`src/rtl/dmat_pkg.sv`:
```
`default_nettype none
package dmat_pkg;
    localparam int SHORT_DEPTH = 8;
    localparam int LONG_DEPTH  = 32;

    localparam int SAMPLE_W   = 10;
    localparam int TIME_W     = 32;
    localparam int THRESH_W   = 11;
    localparam int WINDOW_W   = 16;
    localparam int CFG_DATA_W = 16;
    localparam int AVG_W      = 10;
    localparam int DIFF_W     = 11;
    localparam int DIFF_CAP   = 1024;

    localparam int SAMPLE_MAX  = (1 << SAMPLE_W) - 1;
    localparam int SHORT_IDX_W = (SHORT_DEPTH > 1) ? $clog2(SHORT_DEPTH) : 1;
    localparam int LONG_IDX_W  = (LONG_DEPTH > 1) ? $clog2(LONG_DEPTH) : 1;
    localparam int SHORT_CNT_W = $clog2(SHORT_DEPTH + 1);
    localparam int LONG_CNT_W  = $clog2(LONG_DEPTH + 1);
    localparam int SHORT_SUM_W = $clog2(SHORT_DEPTH * SAMPLE_MAX + 1);
    localparam int LONG_SUM_W  = $clog2(LONG_DEPTH * SAMPLE_MAX + 1);

    localparam int DIV_NUM_W  = (LONG_SUM_W > SHORT_SUM_W) ? LONG_SUM_W : SHORT_SUM_W;
    localparam int DIV_DEN_W  = (LONG_CNT_W > SHORT_CNT_W) ? LONG_CNT_W : SHORT_CNT_W;
    localparam int DIV_DSH_W  = DIV_NUM_W + AVG_W - 1;
    localparam int DIV_STEP_W = $clog2(AVG_W + 1);

    localparam int IN_FIELDS_W  = SAMPLE_W + TIME_W;
    localparam int IN_TDATA_W   = ((IN_FIELDS_W + 7) / 8) * 8;
    localparam int OUT_FIELDS_W = 2 * AVG_W + DIFF_W + 2;
    localparam int OUT_TDATA_W  = ((OUT_FIELDS_W + 7) / 8) * 8;

    localparam int Q_DEPTH = 4;
    localparam int Q_PTR_W = $clog2(Q_DEPTH);
    localparam int Q_CNT_W = $clog2(Q_DEPTH + 1);

    localparam logic [THRESH_W-1:0] THRESH_RESET = THRESH_W'(20);
    localparam logic [WINDOW_W-1:0] WINDOW_RESET = WINDOW_W'(2000);

    typedef enum logic {
        CFG_THRESHOLD = 1'b0,
        CFG_WINDOW    = 1'b1
    } t_cfg_idx;

    typedef enum logic {
        ACT_SAMPLE = 1'b0,
        ACT_CLEAR  = 1'b1
    } t_action;

    typedef enum logic [1:0] {
        CMD_CLEAR,
        CMD_SHORT,
        CMD_BOTH
    } t_cmd_kind;

    typedef struct packed {
        logic                  we;
        t_cfg_idx              addr;
        logic [CFG_DATA_W-1:0] data;
    } t_cfg_wr;

    typedef struct packed {
        t_cmd_kind             kind;
        logic [SAMPLE_W-1:0]   sample;
    } t_cmd;

    typedef struct packed {
        logic push;
        logic pop;
        logic full;
        logic empty;
    } t_q_ctl;

    typedef enum logic [1:0] {
        F_IDLE,
        F_ACC,
        F_CMP,
        F_PUSH
    } t_front_state;

    typedef enum logic [1:0] {
        B_IDLE,
        B_START,
        B_DIV,
        B_OUT
    } t_back_state;
endpackage
`default_nettype wire

```
`src/rtl/dmat_front.sv`:
```
`default_nettype none
module dmat_front import dmat_pkg::*; (
    input  wire logic                  i_clk,
    input  wire logic                  i_rst_n,
    input  wire t_cfg_wr               i_cfg,
    input  wire logic                  i_valid,
    output logic                       o_ready,
    input  wire logic                  i_action,
    input  wire logic [SAMPLE_W-1:0]   i_sample,
    input  wire logic [TIME_W-1:0]     i_time_stamp,
    input  wire logic                  i_full,
    output logic                       o_push,
    output t_cmd                       o_cmd
);
    t_front_state          r_state, n_state;
    logic [WINDOW_W-1:0]   r_window;
    logic [WINDOW_W-1:0]   r_interval, n_interval;
    logic [TIME_W-1:0]     r_prev, n_prev;
    logic [TIME_W-1:0]     r_acc, n_acc;
    logic [TIME_W-1:0]     r_delta, n_delta;
    t_cmd                  r_cmd, n_cmd;
    logic [TIME_W:0]       w_over;
    logic                  w_enter;
    logic                  w_take;

    assign w_take = i_valid && (r_state == F_IDLE);
    // accumulator above interval: difference neither borrows nor is zero
    assign w_over  = {1'b0, r_acc} - {{(TIME_W + 1 - WINDOW_W){1'b0}}, r_interval};
    assign w_enter = !w_over[TIME_W] && (w_over[TIME_W-1:0] != '0);

    always_comb begin
        n_state = r_state;
        case (r_state)
            F_IDLE: begin
                if (i_valid) begin
                    n_state = (t_action'(i_action) == ACT_CLEAR) ? F_PUSH : F_ACC;
                end
            end
            F_ACC:  n_state = F_CMP;
            F_CMP:  n_state = F_PUSH;
            F_PUSH: begin
                if (!i_full) begin
                    n_state = F_IDLE;
                end
            end
            default: n_state = F_IDLE;
        endcase
    end

    always_comb begin
        o_ready    = (r_state == F_IDLE);
        o_push     = (r_state == F_PUSH) && !i_full;
        o_cmd      = r_cmd;
        n_interval = r_interval;
        n_prev     = r_prev;
        n_acc      = r_acc;
        n_delta    = r_delta;
        n_cmd      = r_cmd;
        case (r_state)
            F_IDLE: begin
                if (w_take) begin
                    n_cmd.sample = i_sample;
                    if (t_action'(i_action) == ACT_CLEAR) begin
                        n_cmd.kind = CMD_CLEAR;
                        n_interval = WINDOW_W'(r_window / LONG_DEPTH);
                    end else begin
                        n_cmd.kind = CMD_SHORT;
                        n_delta    = i_time_stamp - r_prev;
                        n_prev     = i_time_stamp;
                    end
                end
            end
            F_ACC: n_acc = r_acc + r_delta;
            F_CMP: begin
                if (w_enter) begin
                    n_acc      = w_over[TIME_W-1:0];
                    n_cmd.kind = CMD_BOTH;
                end
            end
            default: ;
        endcase
    end

    always_ff @(posedge i_clk) begin
        if (!i_rst_n) begin
            r_state    <= F_IDLE;
            r_window   <= WINDOW_RESET;
            r_interval <= WINDOW_W'(WINDOW_RESET / LONG_DEPTH);
            r_prev     <= '0;
            r_acc      <= '0;
        end else begin
            r_state    <= n_state;
            r_interval <= n_interval;
            r_prev     <= n_prev;
            r_acc      <= n_acc;
            if (i_cfg.we && (i_cfg.addr == CFG_WINDOW)) begin
                r_window <= i_cfg.data[WINDOW_W-1:0];
            end
        end
    end

    always_ff @(posedge i_clk) begin
        r_delta <= n_delta;
        r_cmd   <= n_cmd;
    end
endmodule
`default_nettype wire

```
`src/rtl/dmat_fifo.sv`:
```
`default_nettype none
module dmat_fifo import dmat_pkg::*; (
    input  wire logic   i_clk,
    input  wire logic   i_rst_n,
    input  wire t_q_ctl i_ctl,
    input  wire t_cmd   i_cmd,
    output t_cmd        o_cmd,
    output logic        o_full,
    output logic        o_empty
);
    t_cmd                r_mem [Q_DEPTH];
    logic [Q_PTR_W-1:0]  r_wr;
    logic [Q_PTR_W-1:0]  r_rd;
    logic [Q_CNT_W-1:0]  r_cnt;
    logic                w_wen;
    logic                w_ren;

    assign o_full  = (r_cnt == Q_CNT_W'(Q_DEPTH));
    assign o_empty = (r_cnt == '0);
    assign o_cmd   = r_mem[r_rd];
    assign w_wen   = i_ctl.push && !o_full;
    assign w_ren   = i_ctl.pop && !o_empty;

    always_ff @(posedge i_clk) begin
        if (!i_rst_n) begin
            r_wr  <= '0;
            r_rd  <= '0;
            r_cnt <= '0;
        end else begin
            if (w_wen) begin
                r_wr <= (r_wr == Q_PTR_W'(Q_DEPTH - 1)) ? '0 : r_wr + 1'b1;
            end
            if (w_ren) begin
                r_rd <= (r_rd == Q_PTR_W'(Q_DEPTH - 1)) ? '0 : r_rd + 1'b1;
            end
            if (w_wen && !w_ren) begin
                r_cnt <= r_cnt + 1'b1;
            end else if (w_ren && !w_wen) begin
                r_cnt <= r_cnt - 1'b1;
            end
        end
    end

    always_ff @(posedge i_clk) begin
        if (w_wen) begin
            r_mem[r_wr] <= i_cmd;
        end
    end
endmodule
`default_nettype wire

```
`src/rtl/dmat_div.sv`:
```
`default_nettype none
module dmat_div import dmat_pkg::*; (
    input  wire logic                  i_clk,
    input  wire logic                  i_rst_n,
    input  wire logic                  i_start,
    input  wire logic [DIV_NUM_W-1:0]  i_num,
    input  wire logic [DIV_DEN_W-1:0]  i_den,
    output logic                       o_busy,
    output logic [AVG_W-1:0]           o_quot
);
    // quotient fits AVG_W bits because a sum never exceeds count * max sample
    logic                    r_busy;
    logic [DIV_STEP_W-1:0]   r_step;
    logic [DIV_NUM_W-1:0]    r_rem;
    logic [DIV_DSH_W-1:0]    r_dsh;
    logic [AVG_W-1:0]        r_quot;
    logic                    w_ge;

    assign w_ge   = (DIV_DSH_W'(r_rem) >= r_dsh);
    assign o_busy = r_busy;
    assign o_quot = r_quot;

    always_ff @(posedge i_clk) begin
        if (!i_rst_n) begin
            r_busy <= 1'b0;
            r_step <= '0;
        end else if (i_start) begin
            r_busy <= (i_den != '0);
            r_step <= DIV_STEP_W'(AVG_W);
        end else if (r_busy) begin
            r_busy <= (r_step != DIV_STEP_W'(1));
            r_step <= r_step - 1'b1;
        end
    end

    always_ff @(posedge i_clk) begin
        if (i_start) begin
            r_rem  <= i_num;
            r_dsh  <= DIV_DSH_W'(i_den) << (AVG_W - 1);
            r_quot <= '0;
        end else if (r_busy) begin
            if (w_ge) begin
                r_rem <= r_rem - r_dsh[DIV_NUM_W-1:0];
            end
            r_dsh  <= r_dsh >> 1;
            r_quot <= {r_quot[AVG_W-2:0], w_ge};
        end
    end
endmodule
`default_nettype wire

```
`src/rtl/dmat_core.sv`:
```
`default_nettype none
module dmat_core import dmat_pkg::*; (
    input  wire logic                    i_clk,
    input  wire logic                    i_rst_n,
    input  wire t_cfg_wr                 i_cfg,
    input  wire t_cmd                    i_cmd,
    input  wire logic                    i_empty,
    output logic                         o_pop,
    output logic                         o_valid,
    input  wire logic                    i_ready,
    output logic [OUT_TDATA_W-1:0]       o_data
);
    t_back_state               r_state, n_state;
    logic [THRESH_W-1:0]       r_thresh;

    logic [SAMPLE_W-1:0]       r_sring [SHORT_DEPTH];
    logic [SHORT_IDX_W-1:0]    r_shead;
    logic [SHORT_CNT_W-1:0]    r_scnt;
    logic [SHORT_SUM_W-1:0]    r_ssum;
    logic [SAMPLE_W-1:0]       r_lring [LONG_DEPTH];
    logic [LONG_IDX_W-1:0]     r_lhead;
    logic [LONG_CNT_W-1:0]     r_lcnt;
    logic [LONG_SUM_W-1:0]     r_lsum;

    logic                      r_out_valid;
    logic [OUT_TDATA_W-1:0]    r_out_data;

    logic                      w_start;
    logic                      w_load;
    logic                      w_sbusy, w_lbusy;
    logic [AVG_W-1:0]          w_savg, w_lavg;
    logic [DIFF_W-1:0]         w_sub, w_diff;
    logic                      w_cal, w_trig;
    logic                      w_sfull, w_lfull;
    logic                      w_lpush;
    logic [SAMPLE_W-1:0]       w_sold, w_lold;

    assign w_sfull = (r_scnt == SHORT_CNT_W'(SHORT_DEPTH));
    assign w_lfull = (r_lcnt == LONG_CNT_W'(LONG_DEPTH));
    assign w_sold  = r_sring[r_shead];
    assign w_lold  = r_lring[r_lhead];
    assign w_lpush = o_pop && (i_cmd.kind == CMD_BOTH);

    always_comb begin
        n_state = r_state;
        case (r_state)
            B_IDLE: begin
                if (!i_empty) begin
                    n_state = B_START;
                end
            end
            B_START: n_state = B_DIV;
            B_DIV: begin
                if (!w_sbusy && !w_lbusy) begin
                    n_state = B_OUT;
                end
            end
            B_OUT: begin
                if (!r_out_valid || i_ready) begin
                    n_state = B_IDLE;
                end
            end
            default: n_state = B_IDLE;
        endcase
    end

    always_comb begin
        o_pop   = 1'b0;
        w_start = 1'b0;
        w_load  = 1'b0;
        case (r_state)
            B_IDLE:  o_pop   = !i_empty;
            B_START: w_start = 1'b1;
            B_OUT:   w_load  = !r_out_valid || i_ready;
            default: ;
        endcase
    end

    dmat_div u_short_div (
        .i_clk   (i_clk),
        .i_rst_n (i_rst_n),
        .i_start (w_start),
        .i_num   (DIV_NUM_W'(r_ssum)),
        .i_den   (DIV_DEN_W'(r_scnt)),
        .o_busy  (w_sbusy),
        .o_quot  (w_savg)
    );

    dmat_div u_long_div (
        .i_clk   (i_clk),
        .i_rst_n (i_rst_n),
        .i_start (w_start),
        .i_num   (DIV_NUM_W'(r_lsum)),
        .i_den   (DIV_DEN_W'(r_lcnt)),
        .o_busy  (w_lbusy),
        .o_quot  (w_lavg)
    );

    // empty ring leaves quotient at zero, so the average is already 0
    assign w_sub  = {1'b0, w_savg} - {1'b0, w_lavg};
    always_comb begin
        if (w_savg > w_lavg) begin
            w_diff = (w_sub > DIFF_W'(DIFF_CAP)) ? DIFF_W'(DIFF_CAP) : w_sub;
        end else begin
            w_diff = '0;
        end
    end
    assign w_cal  = !w_lfull;
    assign w_trig = !w_cal && (w_diff >= r_thresh);

    always_ff @(posedge i_clk) begin
        if (!i_rst_n) begin
            r_state     <= B_IDLE;
            r_thresh    <= THRESH_RESET;
            r_shead     <= '0;
            r_scnt      <= '0;
            r_ssum      <= '0;
            r_lhead     <= '0;
            r_lcnt      <= '0;
            r_lsum      <= '0;
            r_out_valid <= 1'b0;
        end else begin
            r_state <= n_state;
            if (i_cfg.we && (i_cfg.addr == CFG_THRESHOLD)) begin
                r_thresh <= i_cfg.data[THRESH_W-1:0];
            end
            if (o_pop) begin
                if (i_cmd.kind == CMD_CLEAR) begin
                    r_shead <= '0;
                    r_scnt  <= '0;
                    r_ssum  <= '0;
                    r_lhead <= '0;
                    r_lcnt  <= '0;
                    r_lsum  <= '0;
                end else begin
                    r_shead <= (r_shead == SHORT_IDX_W'(SHORT_DEPTH - 1)) ?
                               '0 : r_shead + 1'b1;
                    if (w_sfull) begin
                        r_ssum <= r_ssum - SHORT_SUM_W'(w_sold) + SHORT_SUM_W'(i_cmd.sample);
                    end else begin
                        r_scnt <= r_scnt + 1'b1;
                        r_ssum <= r_ssum + SHORT_SUM_W'(i_cmd.sample);
                    end
                    if (w_lpush) begin
                        r_lhead <= (r_lhead == LONG_IDX_W'(LONG_DEPTH - 1)) ?
                                   '0 : r_lhead + 1'b1;
                        if (w_lfull) begin
                            r_lsum <= r_lsum - LONG_SUM_W'(w_lold) +
                                      LONG_SUM_W'(i_cmd.sample);
                        end else begin
                            r_lcnt <= r_lcnt + 1'b1;
                            r_lsum <= r_lsum + LONG_SUM_W'(i_cmd.sample);
                        end
                    end
                end
            end
            if (w_load) begin
                r_out_valid <= 1'b1;
            end else if (i_ready) begin
                r_out_valid <= 1'b0;
            end
        end
    end

    always_ff @(posedge i_clk) begin
        if (o_pop && (i_cmd.kind != CMD_CLEAR)) begin
            r_sring[r_shead] <= i_cmd.sample;
        end
        if (w_lpush) begin
            r_lring[r_lhead] <= i_cmd.sample;
        end
        if (w_load) begin
            r_out_data <= {{(OUT_TDATA_W - OUT_FIELDS_W){1'b0}},
                           w_trig, w_cal, w_diff, w_lavg, w_savg};
        end
    end

    assign o_valid = r_out_valid;
    assign o_data  = r_out_data;
endmodule
`default_nettype wire

```
`src/rtl/dual_moving_average_trigger.sv`:
```
// Force-sensor trigger: short and long moving averages of 10-bit readings.
// Input stream (s_axis): tuser = action (0 sample, 1 clear), tdata = sample
// and 32-bit timestamp. A clear empties both rings and reloads the long
// interval from the window register. Output stream (m_axis): one result per
// request with both averages, their clamped difference, calibrating and
// triggered flags.
// Config: write i_cfg_we with i_cfg_addr 0 = threshold, 1 = long window time.
// The back end forms the averages with two ten-step restoring dividers,
// which a clear leaves idle, and works on one command at a time. The front
// end takes a new request only after pushing the last one; it keeps the
// timing accumulator and feeds a 4-deep command queue, so it keeps accepting
// while the back end works, until the queue is full. A stalled output holds
// its result; the back end keeps running and only waits when a second
// result is ready before the first is taken.
// Reset (synchronous, active low) empties the rings and the queue, clears
// timestamp and accumulator, and reloads the register defaults.
`default_nettype none
module dual_moving_average_trigger import dmat_pkg::*; (
    input  wire logic                    i_clk,
    input  wire logic                    i_rst_n,
    input  wire logic                    i_cfg_we,
    input  wire logic                    i_cfg_addr,
    input  wire logic [CFG_DATA_W-1:0]   i_cfg_data,
    input  wire logic                    i_s_axis_tvalid,
    output logic                         o_s_axis_tready,
    // [9:0] sample, [41:10] time_stamp, rest zero
    input  wire logic [IN_TDATA_W-1:0]   i_s_axis_tdata,
    // [0] action
    input  wire logic                    i_s_axis_tuser,
    output logic                         o_m_axis_tvalid,
    input  wire logic                    i_m_axis_tready,
    // [9:0] short_average, [19:10] long_average, [30:20] difference,
    // [31] calibrating, [32] triggered, rest zero
    output logic [OUT_TDATA_W-1:0]       o_m_axis_tdata
);
    t_cfg_wr w_cfg;
    t_q_ctl  w_q;
    t_cmd    w_push_cmd;
    t_cmd    w_head_cmd;

    assign w_cfg.we   = i_cfg_we;
    assign w_cfg.addr = t_cfg_idx'(i_cfg_addr);
    assign w_cfg.data = i_cfg_data;

    dmat_front u_front (
        .i_clk        (i_clk),
        .i_rst_n      (i_rst_n),
        .i_cfg        (w_cfg),
        .i_valid      (i_s_axis_tvalid),
        .o_ready      (o_s_axis_tready),
        .i_action     (i_s_axis_tuser),
        .i_sample     (i_s_axis_tdata[SAMPLE_W-1:0]),
        .i_time_stamp (i_s_axis_tdata[SAMPLE_W +: TIME_W]),
        .i_full       (w_q.full),
        .o_push       (w_q.push),
        .o_cmd        (w_push_cmd)
    );

    dmat_fifo u_fifo (
        .i_clk   (i_clk),
        .i_rst_n (i_rst_n),
        .i_ctl   (w_q),
        .i_cmd   (w_push_cmd),
        .o_cmd   (w_head_cmd),
        .o_full  (w_q.full),
        .o_empty (w_q.empty)
    );

    dmat_core u_core (
        .i_clk   (i_clk),
        .i_rst_n (i_rst_n),
        .i_cfg   (w_cfg),
        .i_cmd   (w_head_cmd),
        .i_empty (w_q.empty),
        .o_pop   (w_q.pop),
        .o_valid (o_m_axis_tvalid),
        .i_ready (i_m_axis_tready),
        .o_data  (o_m_axis_tdata)
    );
endmodule
`default_nettype wire

```
`config.mk`:
```
export PLATFORM = sky130hd
export DESIGN_NAME = dual_moving_average_trigger
export DESIGN_NICKNAME = d
export VERILOG_FILES = /design/src/rtl/dmat_pkg.sv /design/src/rtl/dmat_front.sv /design/src/rtl/dmat_fifo.sv /design/src/rtl/dmat_div.sv /design/src/rtl/dmat_core.sv /design/src/rtl/dual_moving_average_trigger.sv
export SDC_FILE = /design/constraint.sdc
export NUM_CORES = 1
export LEC_CHECK = 0
export BUFFER_PORTS_ARGS = -buffer_cell sky130_fd_sc_hd__buf_2
export CAP_MARGIN = 0
export CORE_MARGIN = 3
export CORE_UTILIZATION = 25
export CTS_BUF_LIST = sky130_fd_sc_hd__clkbuf_2 sky130_fd_sc_hd__clkbuf_4 sky130_fd_sc_hd__clkbuf_8
export DETAILED_ROUTE_END_ITERATION = 16
export PLACE_DENSITY = 0.42
export SLEW_MARGIN = 20
export SYNTH_ARGS = -nofsm -noshare
export SYNTH_HDL_FRONTEND = slang
export SYNTH_SLANG_ARGS = --single-unit
```
`constraint.sdc`:
```
create_clock -name i_clk -period 11.5 [get_ports i_clk]
set_input_delay 0 -clock i_clk [delete_from_list [all_inputs] [get_ports i_clk]]
set_output_delay 0 -clock i_clk [all_outputs]
set_load 0.05 [all_outputs]
```
==> results.md <==
| Quantity | Reported | Unit |
| --- | --- | --- |
| Main combinational cell family by area after synthesis | simple AND/OR/NAND/NOR gates | - |
| Placer congestion estimate | 0.789 | - |
| Critical Path Source Type | flop | - |
| Detailed-route via count | 26,000 | - |
| Net total in the final layout | 3,892 | - |
| Clock latency of the later-clocked register in the worst-skew pair | 880 | ps |
| Setup violation total in the final timing report | 0 | - |
| Yosys warning total | 0 | - |
| Vias in the first global route | 27,100 | - |
| First-pass GRT wire length | 158 | mm |
| Worst Hold Path EP | u_front.r_delta[31] | - |
| Post-CTS setup buffer count | 0 | - |
| Post-Layout Cell Count | 5,755 | - |
| Arr. time, crit path | 7240 | ps |
| Number of max-cap violations | 0 | - |
| Share of post-route cells with drive strength above 1 | 16.0 | % |
| Tightest hold margin | 143 | ps |
| #FFs+latches synth | 778 | - |
| Synth Instances | 3,239 | - |
| Power share of the clock group | 23.7 | % |
| Highest net fanout along the worst path | 29 | - |
| Synthesized-area fraction occupied by ao, oa, aoi and oai cells | 10.2 | % |
| Fin worst setup slack | 4920 | ps |
| Core region area | 0.154 | mm^2 |
| Count of input and output buffers | 99 | - |
| Sequential cell fraction of total power | 33.4 | % |
| Antenna viol nets, final | 0 | - |
| Layout overhead on the synthesized area | 19.9 | % |
| Pre-CTS WS | 4870 | ps |
| Overall routing resource usage | 12.5 | % |
| Number of iterations in the first detailed-routing pass | 5 | - |
| Clock input transition at the sequential cells of the worst setup and hold paths | 60 | ps |
| Avg WL per Cell | 17.4 | um |
| Switching power share of the total | 39.0 | % |
| Leak Pwr | 16.7 | nW |
| Worst hold path class | input pin to flop | - |
| Switching Power | 4.51 | mW |
| Setup slack on the worst flop-to-flop path | 4920 | ps |
| Internal power | 7.06 | mW |
| Share of total power in combinational logic | 42.9 | % |
| Buffering stage count on the worst path with inverters included | 3 | - |
| Crit share post-route | 57.2 | % |
| Clk buf depth | 3 | - |
| Share of synthesized cell area in full adder, half adder and majority cells | 8.01 | % |
| Number of enable-type register cells in the synthesized netlist | 563 | - |
| Slowest cell on the critical path | sky130_fd_sc_hd__dfxtp_4 | - |
| Min Clock Period, post-route | 6580 | ps |
| Top flip-flop cell by instance count after synthesis | sky130_fd_sc_hd__edfxtp_1 | - |
| Type of the setup path with the least slack | flop to flop | - |
| FILL cells | 15,700 | - |
| Final number of hold-violating endpoints | 0 | - |
| Setup repair after global routing missed its margin | false | - |
| Largest net degree at the start of global routing | 74 | - |
| Endpoint of the most critical register-to-register path | u_core.r_lsum[14] | - |
| Share of synthesized cell area in and, or, nand and nor gates | 10.9 | % |
| CTS sink count | 778 | - |
| Required time worst endpoint | 12,160 | ps |
| Initial detailed-routing violation count | 1,322 | - |
| Distinct cell type count after synthesis | 89 | - |
| Total wirelength of the detailed-routed design | 99.9 | mm |
| Number of CTS-inserted buffers | 146 | - |
| Die Y | 401 | um |
| Async SR Flop Fraction | 0 | % |
| Combined area of all synthesized cells | 0.0389 | mm^2 |
| # IOs | 113 | - |
| CTS Root Cell | sky130_fd_sc_hd__clkbuf_8 | - |
| Critical Path Sink Type | flop | - |
| Result of the run | finished, final reports clean | - |
| Floorplan die area | 0.161 | mm^2 |
| Number of pins exceeding their max-slew limit in the final report | 0 | - |
| Mean number of vias per cell | 4.51 | - |
| Max-slew headroom | 26.8 | % |
| Ratio of total power to cell area | 248 | mW/mm^2 |
| HPWL after DPL | 65.1 | mm |
| Fin Setup TNS | 0 | ps |
| Initial antenna violation count | 6 | - |
| Series of cell instances along the critical path | buf_4, buf_4, mux4_2, mux4_2, mux2_2, fa_1, inv_1, ha_1, a21o_1, a211oi_1, o21ai_0, nand2_1, o21ai_0, o211ai_1, and4_1, nor3_1, mux2i_1, a21oi_1 | - |
| H-Tree Depth | 4 | - |
| Grt ovf | 0 | - |
| Initial Util | 25.2 | % |
| Mean area per synthesized cell | 12.0 | um^2 |
| Number of placed instances, taps included | 5,309 | - |
| Hold Path Origin | i_s_axis_tdata[41] | - |
| Max IR drop VDD | 0.129 | mV |
| Reg2reg path depth | 18 | - |
| Largest stage delay, worst path | 680 | ps |
| Clock skew after layout | 67.7 | ps |
| Kind of cell adding the most delay to the critical path | multiplexers | - |
| Residual DRC count | 0 | - |
| Xor and xnor fraction of the mapped netlist area | 2.86 | % |
| CTS tree | yes | - |
| Transition time at the pin with the least slew margin | 1080 | ps |
| Placement Rows | 144 | - |
| Highest attainable clock frequency | 152 | MHz |
| Portion of the post-synthesis area used by sequential elements | 54.5 | % |
| Fraction of synthesized area in multiplexers | 9.85 | % |
| Die boundary width | 401 | um |
| Worst hold stages | 4 | - |
worst max path at each step:
| stage | endpoint | slack, ps | depth (start not counted) |
|---|---|---|---|
| 2_1_floorplan | u_core.r_lsum[14] | 6480 | 18 |
| 5_1_grt | u_core.r_lsum[14] | 4390 | 18 |
| 3_3_place_gp | u_core.r_lsum[14] | 4860 | 18 |
| 6_report | u_core.r_lsum[14] | 4920 | 18 |
| 4_1_cts | u_core.r_lsum[14] | 4760 | 18 |
| 3_5_place_dp | u_core.r_lsum[14] | 4870 | 18 |
per-layer routing:
layer	vias to the layer above	part of all wire [%]	track usage, %
li1	12700	-	-
met1	12600	46	16.3
met2	430	47	20.4
met3	169	4.1	2.72
met4	0	2.8	4.31
met5	-	0	0
cells in the final DEF, fill, tap and decap left out, types with 21 or more instances in the layout:
| cell type | synthesis | final |
|---|---|---|
| sky130_fd_sc_hd__xor2_1 | 43 | 43 |
| sky130_fd_sc_hd__o21a_1 | 24 | 24 |
| sky130_fd_sc_hd__ha_1 | 203 | 201 |
| sky130_fd_sc_hd__a211oi_1 | 21 | 21 |
| sky130_fd_sc_hd__a21oi_1 | 210 | 210 |
| sky130_fd_sc_hd__clkbuf_8 | 0 | 156 |
| sky130_fd_sc_hd__clkinv_1 | 2 | 24 |
| sky130_fd_sc_hd__nand2_1 | 291 | 291 |
| sky130_fd_sc_hd__nor2_1 | 251 | 250 |
| sky130_fd_sc_hd__nor2b_1 | 36 | 34 |
| sky130_fd_sc_hd__mux2i_1 | 58 | 58 |
| sky130_fd_sc_hd__nand3_1 | 45 | 45 |
| sky130_fd_sc_hd__nor3_1 | 73 | 73 |
| sky130_fd_sc_hd__and3_1 | 22 | 22 |
| sky130_fd_sc_hd__nand2b_1 | 22 | 21 |
| sky130_fd_sc_hd__buf_4 | 7 | 55 |
| sky130_fd_sc_hd__dlygate4sd3_1 | 0 | 176 |
| sky130_fd_sc_hd__edfxtp_1 | 563 | 563 |
| sky130_fd_sc_hd__mux2_2 | 24 | 24 |
| sky130_fd_sc_hd__o21ai_0 | 124 | 124 |
| sky130_fd_sc_hd__xnor2_1 | 84 | 84 |
| sky130_fd_sc_hd__clkbuf_4 | 0 | 55 |
| sky130_fd_sc_hd__a21o_1 | 43 | 43 |
| sky130_fd_sc_hd__dfxtp_1 | 215 | 213 |
| sky130_fd_sc_hd__buf_2 | 3 | 99 |
| sky130_fd_sc_hd__fa_1 | 29 | 29 |
| sky130_fd_sc_hd__inv_1 | 234 | 234 |
| sky130_fd_sc_hd__mux4_2 | 132 | 132 |
Yosys cell counts (45+ instances only):
| master | instances | area share (%) |
|---|---|---|
| sky130_fd_sc_hd__edfxtp_1 | 563 | 43 |
| sky130_fd_sc_hd__nand2_1 | 291 | 2.8 |
| sky130_fd_sc_hd__nor2_1 | 251 | 2.4 |
| sky130_fd_sc_hd__inv_1 | 234 | 2.3 |
| sky130_fd_sc_hd__dfxtp_1 | 215 | 11 |
| sky130_fd_sc_hd__a21oi_1 | 210 | 2.7 |
| sky130_fd_sc_hd__ha_1 | 203 | 6.5 |
| sky130_fd_sc_hd__mux4_2 | 132 | 7.6 |
| sky130_fd_sc_hd__o21ai_0 | 124 | 1.6 |
| sky130_fd_sc_hd__clkbuf_1 | 94 | 0.91 |
| sky130_fd_sc_hd__xnor2_1 | 84 | 1.9 |
| sky130_fd_sc_hd__nor3_1 | 73 | 0.94 |
| sky130_fd_sc_hd__mux2i_1 | 58 | 1.5 |
| sky130_fd_sc_hd__nand3_1 | 45 | 0.58 |
registers in the layout, indices dropped and copies added, names as in the netlist, 15 cells and up, named ones only:
register                  count
u_core.r_lring              320
u_fifo.r_mem                 48
u_core.r_lsum                15
u_core.u_long_div.r_dsh      15
u_front.r_prev               32
u_core.u_short_div.r_rem     15
u_core.o_data                33
u_core.u_long_div.r_rem      15
u_front.r_acc                32
u_core.r_sring               80
u_front.r_delta              32
through the flow:
stage	cell area, um^2	power, mW	utilization [%]
6_report	46700	11.6	30.2
5_1_grt	46700	12.5	30.2
4_1_cts	46700	11.8	30.2
3_5_place_dp	41900	8.88	27.2
3_3_place_gp	41900	8.88	27.2
2_1_floorplan	39000	7.54	-
worst register-to-register path: stages, from the launching register on:
cell and delay (ps):
sky130_fd_sc_hd__dfxtp_4 680, sky130_fd_sc_hd__buf_4 600, sky130_fd_sc_hd__buf_4 630, sky130_fd_sc_hd__mux4_2 640, sky130_fd_sc_hd__mux4_2 520, sky130_fd_sc_hd__mux2_2 360
sky130_fd_sc_hd__fa_1 550, sky130_fd_sc_hd__inv_1 40, sky130_fd_sc_hd__ha_1 330, sky130_fd_sc_hd__a21o_1 150, sky130_fd_sc_hd__a211oi_1 90, sky130_fd_sc_hd__o21ai_0 320
sky130_fd_sc_hd__nand2_1 90, sky130_fd_sc_hd__o21ai_0 380, sky130_fd_sc_hd__o211ai_1 220, sky130_fd_sc_hd__and4_1 240, sky130_fd_sc_hd__nor3_1 230, sky130_fd_sc_hd__mux2i_1 210
sky130_fd_sc_hd__a21oi_1 80
cells by family (layout without fill, tap and decap cells):
kind of cell | Yosys count | in the layout
adders and majority gates | 232 | 232
DFF | 778 | 778
AOI/OAI and AO/OA | 622 | 622
other | 1 | 14
xor gates and xnor gates | 127 | 127
buffers and inverters | 371 | 830
muxes | 215 | 215
and+or+nand+nor | 893 | 893
area by class of cell:
| cell class | instances | area [um^2] | share of cell area, % |
|---|---|---|---|
| diodes | 7 | 17.5 | 0.0375 |
| multi-input cells | 2096 | 16400 | 35.1 |
| inverters | 237 | 892 | 1.91 |
| clock buffers | 211 | 2560 | 5.48 |
| flip-flops and latches | 778 | 21200 | 45.4 |
| repair buffers | 330 | 2670 | 5.72 |
| clock inverters | 52 | 399 | 0.855 |
| well taps | 2044 | 2560 | 5.48 |
what timing repair did:
action / 4_1_cts / 5_1_grt
hold endpoints to repair: 209 / 0
resized for setup: 0 / 0
hold buffers: 176 / 0
power groups by stage:
stage / sequential (mW) / clock, mW / combinational, mW
floorplan: 3.81 / 0 / 3.73
global placement: 3.92 / 0 / 4.96
detailed placement: 3.92 / 0 / 4.96
CTS: 3.87 / 2.87 / 5.04
global route: 3.91 / 3.00 / 5.62
finish: 3.86 / 2.74 / 4.97
(Power assumes the default switching activity.)
